## src/design/rwa_pkg.sv

```systemverilog
// ----------------------------------------------------------------------------
// rwa_pkg: shared types and constants of the running window average
// Holds the fixed field widths, register codes and the command and status
// structures that connect the controller and the datapath.
// ----------------------------------------------------------------------------
package rwa_pkg;

    // Fixed widths of the arithmetic and of the result fields.
    localparam int SUM_BITS     = 21;
    localparam int OUT_SUM_BITS = 20;
    localparam int OUT_AVG_BITS = 24;
    localparam int FRAC_BITS    = 8;
    localparam int QUO_BITS     = OUT_SUM_BITS + FRAC_BITS;
    localparam int WIN_BITS     = 5;
    localparam int SEEN_BITS    = 16;

    // Configuration port.
    localparam int APB_ADDR_BITS = 3;
    localparam int APB_DATA_BITS = 32;
    localparam logic [0:0] REG_WINDOW_LENGTH = 1'b0;
    localparam logic [WIN_BITS-1:0] WINDOW_RESET = 5'd4;

    // Commands from the controller to the datapath.
    typedef struct packed {
        logic capture;    // take the input transaction into the sample register
        logic read_old;   // read the outgoing sample from the ring
        logic update;     // update sum, ring, position and counters
        logic div_start;  // saturate the sum and start the divider
        logic load_out;   // load the result register
    } rwa_cmd_t;

    // Status from the datapath to the controller.
    typedef struct packed {
        logic div_done;   // the divider has finished its last step
        logic out_free;   // the result register can take a new result
    } rwa_sts_t;

endpackage

```

## src/design/rwa_div.sv

```systemverilog
// ----------------------------------------------------------------------------
// rwa_div: restoring divider, one quotient bit per cycle
// Divides an unsigned dividend of QUO_BITS bits by an unsigned divisor of
// WIN_BITS bits and raises done for one cycle after the last step.
// ----------------------------------------------------------------------------
module rwa_div (
    input  logic                         clk,
    input  logic                         rst_n,
    input  logic                         start,
    input  logic [rwa_pkg::QUO_BITS-1:0] dividend,
    input  logic [rwa_pkg::WIN_BITS-1:0] divisor,
    output logic [rwa_pkg::QUO_BITS-1:0] quotient,
    output logic                         done
);
    import rwa_pkg::*;

    localparam int CNT_BITS = $clog2(QUO_BITS + 1);

    logic [QUO_BITS-1:0] q_reg, q_next;
    logic [WIN_BITS-1:0] rem_reg, rem_next;
    logic [WIN_BITS-1:0] dvs_reg;
    logic [CNT_BITS-1:0] cnt_reg, cnt_next;
    logic                done_reg, done_next;
    logic [WIN_BITS:0]   shifted;
    logic [WIN_BITS+1:0] trial;

    always_comb
    begin
        shifted   = {rem_reg, q_reg[QUO_BITS-1]};
        trial     = {1'b0, shifted} - {2'b00, dvs_reg};
        q_next    = q_reg;
        rem_next  = rem_reg;
        cnt_next  = cnt_reg;
        done_next = 1'b0;
        if (cnt_reg != '0)
        begin
            if (trial[WIN_BITS+1] == 1'b0)
            begin
                rem_next = trial[WIN_BITS-1:0];
                q_next   = {q_reg[QUO_BITS-2:0], 1'b1};
            end
            else
            begin
                rem_next = shifted[WIN_BITS-1:0];
                q_next   = {q_reg[QUO_BITS-2:0], 1'b0};
            end
            cnt_next  = cnt_reg - 1'b1;
            done_next = (cnt_reg == CNT_BITS'(1));
        end
    end

    always_ff @(posedge clk or negedge rst_n)
    begin
        if (!rst_n)
        begin
            cnt_reg  <= '0;
            done_reg <= 1'b0;
        end
        else if (start)
        begin
            cnt_reg  <= CNT_BITS'(QUO_BITS);
            done_reg <= 1'b0;
        end
        else
        begin
            cnt_reg  <= cnt_next;
            done_reg <= done_next;
        end
    end

    always_ff @(posedge clk)
    begin
        if (start)
        begin
            q_reg   <= dividend;
            rem_reg <= '0;
            dvs_reg <= divisor;
        end
        else
        begin
            q_reg   <= q_next;
            rem_reg <= rem_next;
        end
    end

    assign quotient = q_reg;
    assign done     = done_reg;

endmodule

```

## src/design/rwa_datapath.sv

```systemverilog
// ----------------------------------------------------------------------------
// rwa_datapath: ring store, running sum, counters and result register
// Carries out the commands of the controller and holds the result until
// the output transaction completes.
// ----------------------------------------------------------------------------
module rwa_datapath #(
    parameter int DEPTH       = 16,
    parameter int SAMPLE_BITS = 16
) (
    input  logic                                 clk,
    input  logic                                 rst_n,
    input  rwa_pkg::rwa_cmd_t                    cmd,
    output rwa_pkg::rwa_sts_t                    sts,
    input  logic signed [SAMPLE_BITS-1:0]        sample,
    input  logic [rwa_pkg::WIN_BITS-1:0]         window_length,
    output logic                                 out_valid,
    input  logic                                 out_stall,
    output logic signed [rwa_pkg::OUT_SUM_BITS-1:0] window_sum,
    output logic [rwa_pkg::WIN_BITS-1:0]         average_count,
    output logic signed [rwa_pkg::OUT_AVG_BITS-1:0] average_q8,
    output logic [rwa_pkg::SEEN_BITS-1:0]        samples_seen
);
    import rwa_pkg::*;

    localparam int AW    = $clog2(DEPTH);
    localparam int IW    = AW + 2;
    localparam int EXT_W = (SAMPLE_BITS > SUM_BITS) ? SAMPLE_BITS : SUM_BITS;

    // Ring store; entries never written since reset read as zero.
    logic signed [SAMPLE_BITS-1:0] ring [DEPTH];
    logic [DEPTH-1:0]              ring_valid_reg;

    logic signed [SAMPLE_BITS-1:0] sample_reg;
    logic signed [SAMPLE_BITS-1:0] old_data_reg;
    logic                          old_valid_reg;
    logic [AW-1:0]                 wp_reg;
    logic [SUM_BITS-1:0]           sum_reg, sum_next;
    logic [SEEN_BITS-1:0]          seen_reg, seen_next;
    logic [WIN_BITS-1:0]           count_reg, count_next;
    logic signed [OUT_SUM_BITS-1:0] wsum_reg, wsum_next;
    logic                          out_valid_reg;
    logic signed [OUT_SUM_BITS-1:0] out_sum_reg;
    logic [WIN_BITS-1:0]           out_count_reg;
    logic signed [OUT_AVG_BITS-1:0] out_avg_reg;
    logic [SEEN_BITS-1:0]          out_seen_reg;

    logic [WIN_BITS-1:0]           win;
    logic [IW-1:0]                 idx_sum;
    logic [AW-1:0]                 old_idx;
    logic [AW-1:0]                 wp_inc;
    logic signed [EXT_W-1:0]       new_ext, old_ext;
    logic [OUT_SUM_BITS-1:0]       mag;
    logic [QUO_BITS-1:0]           dividend;
    logic [QUO_BITS-1:0]           quotient;
    logic                          div_done;
    logic signed [OUT_AVG_BITS-1:0] avg_sat;

    // Window in effect: zero acts as one, anything above DEPTH as DEPTH.
    always_comb
    begin
        priority if (window_length == '0)
            win = WIN_BITS'(1);
        else if (32'(window_length) > DEPTH)
            win = WIN_BITS'(DEPTH);
        else
            win = window_length;
    end

    // Index one window behind the write position, modulo DEPTH.
    always_comb
    begin
        idx_sum = IW'(wp_reg) + IW'(DEPTH) - IW'(win);
        if (idx_sum >= IW'(DEPTH))
            old_idx = AW'(idx_sum - IW'(DEPTH));
        else
            old_idx = AW'(idx_sum);
        wp_inc = (wp_reg == AW'(DEPTH - 1)) ? '0 : wp_reg + 1'b1;
    end

    // Running sum, counters.
    always_comb
    begin
        new_ext   = EXT_W'(sample_reg);
        old_ext   = old_valid_reg ? EXT_W'(old_data_reg) : '0;
        sum_next  = sum_reg - old_ext[SUM_BITS-1:0] + new_ext[SUM_BITS-1:0];
        count_next = (seen_reg >= SEEN_BITS'(win)) ? win : WIN_BITS'(seen_reg + 1'b1);
        seen_next = (seen_reg == '1) ? seen_reg : seen_reg + 1'b1;
    end

    // Sum saturated to the output range and its magnitude scaled by 2^8.
    always_comb
    begin
        if (sum_reg[SUM_BITS-1] != sum_reg[SUM_BITS-2])
            wsum_next = sum_reg[SUM_BITS-1] ? {1'b1, {(OUT_SUM_BITS-1){1'b0}}}
                                            : {1'b0, {(OUT_SUM_BITS-1){1'b1}}};
        else
            wsum_next = sum_reg[OUT_SUM_BITS-1:0];
        mag      = wsum_next[OUT_SUM_BITS-1] ? OUT_SUM_BITS'(-wsum_next)
                                              : OUT_SUM_BITS'(wsum_next);
        dividend = {mag, {FRAC_BITS{1'b0}}};
    end

    // Signed average from the quotient magnitude, saturated to 24 bits.
    always_comb
    begin
        if (!wsum_reg[OUT_SUM_BITS-1])
        begin
            if (quotient > QUO_BITS'({1'b0, {(OUT_AVG_BITS-1){1'b1}}}))
                avg_sat = {1'b0, {(OUT_AVG_BITS-1){1'b1}}};
            else
                avg_sat = quotient[OUT_AVG_BITS-1:0];
        end
        else
        begin
            if (quotient > QUO_BITS'({1'b1, {(OUT_AVG_BITS-1){1'b0}}}))
                avg_sat = {1'b1, {(OUT_AVG_BITS-1){1'b0}}};
            else
                avg_sat = OUT_AVG_BITS'(-quotient);
        end
    end

    rwa_div u_div (
        .clk      (clk),
        .rst_n    (rst_n),
        .start    (cmd.div_start),
        .dividend (dividend),
        .divisor  (count_reg),
        .quotient (quotient),
        .done     (div_done)
    );

    // Ring memory: one write port, one registered read port.
    always_ff @(posedge clk)
    begin
        if (cmd.update)
            ring[wp_reg] <= sample_reg;
        if (cmd.read_old)
            old_data_reg <= ring[old_idx];
    end

    always_ff @(posedge clk or negedge rst_n)
    begin
        if (!rst_n)
        begin
            ring_valid_reg <= '0;
            old_valid_reg  <= 1'b0;
            wp_reg         <= '0;
            sum_reg        <= '0;
            seen_reg       <= '0;
            out_valid_reg  <= 1'b0;
        end
        else
        begin
            if (cmd.read_old)
                old_valid_reg <= ring_valid_reg[old_idx];
            if (cmd.update)
            begin
                ring_valid_reg[wp_reg] <= 1'b1;
                wp_reg   <= wp_inc;
                sum_reg  <= sum_next;
                seen_reg <= seen_next;
            end
            if (cmd.load_out)
                out_valid_reg <= 1'b1;
            else if (!out_stall)
                out_valid_reg <= 1'b0;
        end
    end

    always_ff @(posedge clk)
    begin
        if (cmd.capture)
            sample_reg <= sample;
        if (cmd.update)
            count_reg <= count_next;
        if (cmd.div_start)
            wsum_reg <= wsum_next;
        if (cmd.load_out)
        begin
            out_sum_reg   <= wsum_reg;
            out_count_reg <= count_reg;
            out_avg_reg   <= avg_sat;
            out_seen_reg  <= seen_reg;
        end
    end

    assign sts.div_done  = div_done;
    assign sts.out_free  = !out_valid_reg || !out_stall;
    assign out_valid     = out_valid_reg;
    assign window_sum    = out_sum_reg;
    assign average_count = out_count_reg;
    assign average_q8    = out_avg_reg;
    assign samples_seen  = out_seen_reg;

endmodule

```

## src/design/rwa_ctrl.sv

```systemverilog
// ----------------------------------------------------------------------------
// rwa_ctrl: sequencing state machine of the running window average
// Steps one transaction through read, update, divide and result load.
// ----------------------------------------------------------------------------
module rwa_ctrl (
    input  logic              clk,
    input  logic              rst_n,
    input  logic              in_valid,
    output logic              in_stall,
    input  rwa_pkg::rwa_sts_t sts,
    output rwa_pkg::rwa_cmd_t cmd
);
    import rwa_pkg::*;

    typedef enum logic [5:0] {
        S_IDLE   = 6'b000001,
        S_READ   = 6'b000010,
        S_UPDATE = 6'b000100,
        S_START  = 6'b001000,
        S_DIVIDE = 6'b010000,
        S_FINISH = 6'b100000
    } rwa_state_t;

    rwa_state_t state_reg, state_next;

    always_comb
    begin
        state_next = state_reg;
        cmd        = '0;
        unique case (state_reg)
            S_IDLE:
            begin
                if (in_valid)
                begin
                    cmd.capture = 1'b1;
                    state_next  = S_READ;
                end
            end
            S_READ:
            begin
                cmd.read_old = 1'b1;
                state_next   = S_UPDATE;
            end
            S_UPDATE:
            begin
                cmd.update = 1'b1;
                state_next = S_START;
            end
            S_START:
            begin
                cmd.div_start = 1'b1;
                state_next    = S_DIVIDE;
            end
            S_DIVIDE:
            begin
                if (sts.div_done)
                    state_next = S_FINISH;
            end
            S_FINISH:
            begin
                if (sts.out_free)
                begin
                    cmd.load_out = 1'b1;
                    state_next   = S_IDLE;
                end
            end
            default:
            begin
                state_next = S_IDLE;
            end
        endcase
    end

    always_ff @(posedge clk or negedge rst_n)
    begin
        if (!rst_n)
            state_reg <= S_IDLE;
        else
            state_reg <= state_next;
    end

    assign in_stall = (state_reg != S_IDLE);

`ifndef SYNTHESIS
    // A result is only loaded when the output register can take it.
    a_load_when_free: assert property (@(posedge clk) disable iff (!rst_n)
        cmd.load_out |-> sts.out_free)
        else $error("result loaded while the output register is occupied");

    // The divider only finishes while the controller waits for it.
    a_done_in_divide: assert property (@(posedge clk) disable iff (!rst_n)
        sts.div_done |-> (state_reg == S_DIVIDE))
        else $error("divider finished outside the divide state");

    // An accepted transaction is followed by the ring read.
    a_accept_reads: assert property (@(posedge clk) disable iff (!rst_n)
        (in_valid && !in_stall) |=> cmd.read_old)
        else $error("accepted transaction not followed by a ring read");
`endif

endmodule

```

## src/design/running_window_average.sv

```systemverilog
// ----------------------------------------------------------------------------
// running_window_average: moving average over a ring of recent samples
// Keeps the last DEPTH samples, a running sum over the configured window
// and a saturating sample count, and returns sum, count and Q.8 average.
// ----------------------------------------------------------------------------
//
//  Channel   Direction  Handshake             Payload
//  --------  ---------  --------------------  -----------------------------------
//  input     in         in_valid / in_stall   sample
//  output    out        out_valid / out_stall window_sum, average_count,
//                                             average_q8, samples_seen
//  config    in         APB psel / penable    window_length at address 0
//
// After acceptance the block reads the outgoing sample from the ring,
// updates the sum, loads the divider, runs one divider step per quotient
// bit, sees the divider finish and loads the result register once the
// output is free. The next sample is taken only after that load. The
// restoring divider yields one quotient bit per cycle. A new sample is
// taken while a finished result still waits on out_stall. Reset is
// asynchronous and active low; it clears the ring (through per-entry
// valid bits), the write position, the sum, the samples-seen counter
// and sets window_length to 4.
//
module running_window_average #(
    parameter int DEPTH       = 16,
    parameter int SAMPLE_BITS = 16
) (
    input  logic                                    clk,
    input  logic                                    rst_n,
    // Input channel.
    input  logic                                    in_valid,
    output logic                                    in_stall,
    input  logic signed [SAMPLE_BITS-1:0]           sample,
    // Output channel.
    output logic                                    out_valid,
    input  logic                                    out_stall,
    output logic signed [rwa_pkg::OUT_SUM_BITS-1:0] window_sum,
    output logic [rwa_pkg::WIN_BITS-1:0]            average_count,
    output logic signed [rwa_pkg::OUT_AVG_BITS-1:0] average_q8,
    output logic [rwa_pkg::SEEN_BITS-1:0]           samples_seen,
    // Configuration port.
    input  logic                                    psel,
    input  logic                                    penable,
    input  logic                                    pwrite,
    input  logic [rwa_pkg::APB_ADDR_BITS-1:0]       paddr,
    input  logic [rwa_pkg::APB_DATA_BITS-1:0]       pwdata,
    output logic [rwa_pkg::APB_DATA_BITS-1:0]       prdata,
    output logic                                    pready
);
    import rwa_pkg::*;

    logic [WIN_BITS-1:0] window_length_reg;
    logic                reg_sel;
    rwa_cmd_t            cmd;
    rwa_sts_t            sts;

    // The register index is the word address; only index zero exists.
    assign reg_sel = (paddr[APB_ADDR_BITS-1:2] == REG_WINDOW_LENGTH);
    assign pready  = 1'b1;

    always_ff @(posedge clk or negedge rst_n)
    begin
        if (!rst_n)
            window_length_reg <= WINDOW_RESET;
        else if (psel && penable && pwrite && pready && reg_sel)
            window_length_reg <= pwdata[WIN_BITS-1:0];
    end

    // Reads return the stored register value, unclamped.
    assign prdata = reg_sel ? APB_DATA_BITS'(window_length_reg) : '0;

    // The controller sequences each transaction; the datapath does the work.
    rwa_ctrl u_ctrl (
        .clk      (clk),
        .rst_n    (rst_n),
        .in_valid (in_valid),
        .in_stall (in_stall),
        .sts      (sts),
        .cmd      (cmd)
    );

    rwa_datapath #(
        .DEPTH       (DEPTH),
        .SAMPLE_BITS (SAMPLE_BITS)
    ) u_datapath (
        .clk           (clk),
        .rst_n         (rst_n),
        .cmd           (cmd),
        .sts           (sts),
        .sample        (sample),
        .window_length (window_length_reg),
        .out_valid     (out_valid),
        .out_stall     (out_stall),
        .window_sum    (window_sum),
        .average_count (average_count),
        .average_q8    (average_q8),
        .samples_seen  (samples_seen)
    );

endmodule

```

## config.mk

```make
export PLATFORM = sky130hd
export DESIGN_NAME = running_window_average
export DESIGN_NICKNAME = d
export VERILOG_FILES = /design/src/design/rwa_pkg.sv /design/src/design/rwa_div.sv /design/src/design/rwa_datapath.sv /design/src/design/rwa_ctrl.sv /design/src/design/running_window_average.sv
export SDC_FILE = /design/constraint.sdc
export NUM_CORES = 1
export LEC_CHECK = 0
export ABC_AREA = 0
export BUFFER_PORTS_ARGS = -buffer_cell sky130_fd_sc_hd__buf_2
export CORE_AREA = 2 2 187 208
export DETAILED_ROUTE_END_ITERATION = 8
export DIE_AREA = 0 0 189 210
export GPL_ROUTABILITY_DRIVEN = 1
export HOLD_SLACK_MARGIN = 0.12
export MAX_ROUTING_LAYER = met4
export PLACE_DENSITY = 0.86
export SYNTH_ARGS = -nofsm -noshare
export SYNTH_HDL_FRONTEND = slang
export SYNTH_SLANG_ARGS = --single-unit
```

## constraint.sdc

```tcl
create_clock -name clk -period 5.6 [get_ports clk]
set_input_delay 1.12 -clock clk [delete_from_list [all_inputs] [get_ports clk]]
set_output_delay 1.12 -clock clk [all_outputs]
set_load 0.05 [all_outputs]
```

==> flow_summary.json <==
{
  "run_status": "complete, no violations",
  "grt_first_pass_wirelength_um": 74000,
  "period_needed_ns": 3.68,
  "rsz_0062_raised_after_global_routing": "false",
  "post_synth_mux_area_share": 0.0840,
  "port-buffer-count": 100,
  "finalInstanceArea_um2": 24800,
  "post-dp-hpwl_um": 29000,
  "gp_routability_congestion": 0.887,
  "drcViolationCount": 0,
  "cts_buffer_depth": 3,
  "hold_slack_ns": 0.427,
  "post_synthesis_cell_count": 1568,
  "num_vias": 13290,
  "worstSetupEndpointType": "register",
  "synth_simple_gate_area_frac": 0.0840,
  "report.final.setup_viol": 0,
  "first_iter_violations": 1344,
  "grt_pass1_vias": 13350,
  "utilization": 0.660,
  "hold_violations": 0,
  "dieHeight_um": 210,
  "num_rows": 75,
  "post_cts.resized_instances": 0,
  "post_synth_xor_area_fraction": 0.0200,
  "worstPathCellList": "inv_1 > fa_1 > inv_1 > ha_1 > a21o_1 > and4_1 > o21ai_0 > o311ai_1 > a31oi_1 > or3_1",
  "peakVddDrop_mv": 0.360,
  "dieWidth_um": 189,
  "largest_register": "u_datapath.ring",
  "root_buffer": "clkbuf_16",
  "share_of_the_synthesized_area_in_the_top_cell_type": 0.543,
  "routed_wire_length_per_instance_um": 21.3,
  "worstPathMaxFanout": 17,
  "ranking_of_synthesized_cells_by_instance_count": "edfxtp_1, inv_1, nand2_1",
  "synth.yosys.seq_area_share": 0.640,
  "cp_dominant_cell_by_count": "inv_1",
  "maxClockFrequency_mhz": 272,
  "cts.htree.levels": 2,
  "crit_path_max_incr_delay_ns": 0.72,
  "timing.setup.tns_ns": 0,
  "yosys_most_used_dff": "edfxtp_1",
  "period_share": 0.657,
  "critPathSlowestCell": "edfxtp_1",
  "grt_max_degree": 77,
  "yosys.area.top_type": "edfxtp_1",
  "initial_core_util": 0.593,
  "gr-total-overflow": 0,
  "cap_viol_max_count": 0,
  "finish.net_count": 1792,
  "r2r_cells": 10,
  "timing_worst_slew_pin_value_ns": 1.26,
  "worstSetupStartpointType": "register",
  "post_synth_main_area_contributors": "edfxtp_1, dfrtp_1, mux4_2, ha_1, inv_1",
  "core_region_area_um2": 37600,
  "synth_edf_count": 403,
  "synth-warning-count": 0,
  "clk_transition_reported_paths_ns": 0.07,
  "insertedDiodeCount": 0,
  "cell_area_after_technology_mapping_um2": 22300,
  "post_cts.repair.setup_buffers": 0,
  "p_leak_nw": 9.38,
  "gr_usage_total": 0.250,
  "hold_class": "register to register",
  "slew-limit-headroom": 0.157,
  "drt_antenna_net_count": 0,
  "totalPowerFinal_mw": 15.0,
  "layout-area-overhead-vs-synth_pct": 11.3,
  "antenna_found_initial": 0,
  "synth_top_family_by_area": "compound AO/OA/AOI/OAI gates",
  "largest_register_ff_count": 256,
  "worst-setup-path-type": "register to register",
  "tritoncts.num_buffers": 48,
  "power.density_cell_area_nw_per_um2": 602,
  "insertion_delay_ns": 0.60,
  "critPathArrivalTime_ns": 4.15,
  "synth_compound_area_frac": 0.0845,
  "placed_area_um2": 23200,
  "drt-vias-per-instance": 6.02,
  "first_pass_iters": 5,
  "routed_wirelength_um": 47000,
  "post_cts_hold_buffer_count": 0,
  "cts_sinks": 492,
  "number_of_distinct_library_cells_after_synthesis": 79,
  "synthesis.area_per_instance_um2": 14.2,
  "drive_above_1_share": 0.185,
  "io_pins": 158,
  "final.setup_skew_ns": 0.0209,
  "synth_fa_ha_area_frac": 0.0456,
  "tritoncts": "done",
  "slew_violations": 0,
  "die_area_um2": 39700,
  "worst_hold_path.num_cells": 0,
  "async_reset_ff_frac": 0.154,
  "cp.required_ns": 6.08,
  "yosysMostFrequentCell": "edfxtp_1",
  "flops_latches_synth": 492
}
cell type report:
class	count	area, um^2
clock buffer	61	1300
tap	500	626
fill	2609	12800
clock inverter	29	317
timing repair buffer	113	613
sequential	492	14300
inverter	119	447
multi-input combinational	892	7260
worst paths after layout:
check	start	slack, ns	to
max	u_datapath.sample_reg[1]$_DFFE_PP_	1.92	u_datapath.sum_reg[15]$_DFFE_PN0P_
min	u_datapath.wsum_reg[16]$_DFFE_PP_	0.43	u_datapath.window_sum[16]$_DFFE_PP_
max reg2reg	u_datapath.sample_reg[1]$_DFFE_PP_	1.92	u_datapath.sum_reg[15]$_DFFE_PN0P_
min reg2reg	u_datapath.wsum_reg[16]$_DFFE_PP_	0.43	u_datapath.window_sum[16]$_DFFE_PP_
max in group asynchronous	rst_n	4.26	window_length_reg[1]$_DFFE_PN0P_
min in group asynchronous	rst_n	0.69	u_datapath.seen_reg[11]$_DFFE_PN0P_
cells in the final DEF (no fill, tap or decap), types with 6 or more instances in the layout:
| master | instances |
|---|---|
| clkbuf_1 | 9 |
| a31oi_1 | 9 |
| nor2b_1 | 27 |
| dfxtp_1 | 13 |
| and2_1 | 35 |
| buf_4 | 13 |
| nand2_1 | 104 |
| clkinv_2 | 11 |
| o31ai_1 | 8 |
| edfxtp_1 | 403 |
| nor3_1 | 22 |
| o311ai_2 | 7 |
| a21o_1 | 28 |
| nand4_1 | 10 |
| inv_1 | 119 |
| o21ai_0 | 80 |
| conb_1 | 28 |
| mux2i_1 | 24 |
| nor4_1 | 10 |
| or3_1 | 6 |
| o211ai_1 | 8 |
| fa_1 | 21 |
| mux4_2 | 69 |
| mux2_2 | 7 |
| or2_2 | 17 |
| ha_1 | 45 |
| a21oi_1 | 73 |
| a211oi_1 | 24 |
| xor2_1 | 13 |
| clkbuf_16 | 49 |
| nand2b_1 | 8 |
| buf_2 | 99 |
| nand3_1 | 22 |
| xnor2_1 | 36 |
| nor2_1 | 58 |
| o21a_1 | 6 |
| dfrtp_1 | 74 |
power breakdown:
group	total, mW	switching [mW]	internal [mW]
Clock	3.29	1.40	1.90
Sequential	5.16	0.494	4.67
Combinational	6.50	3.80	2.70
Total	15.0	5.69	9.27
critical path: cells and delay by family, from the launching register on:
family	cells	cell delay [ns]
buffers and inverters	2	0.26
and+or+nand+nor	2	0.64
adders and majority gates	2	0.82
AOI/OAI and AO/OA	4	1.12
DFF	1	0.72
per-stage QoR:
step	std cells	setup WS, ns
after global placement	2116	2.11
after CTS	2206	1.95
after global routing	2206	1.78
final	2206	1.92
after detailed placement	2116	2.00
after floorplan	1594	0.792
layer usage:
metal / vias up / wire (um) / track usage
met2: 606 / 24300 / 0.416
met5: - / 0 / -
met3: 106 / 3140 / 0.0410
met4: 0 / 1390 / 0.0827
met1: 6592 / 18100 / 0.316
li1: 5986 / - / -
kinds of logic (layout without fill, tap and decap cells):
group / Yosys count / count (layout)
xor gates and xnor gates: 51 / 51
buffers and inverters: 210 / 322
DFF: 492 / 492
and+or+nand+nor: 356 / 356
other: 2 / 28
AOI/OAI and AO/OA: 289 / 289
adders and majority gates: 68 / 68
muxes: 100 / 100
Note: power is estimated with default switching activity, not from simulation.
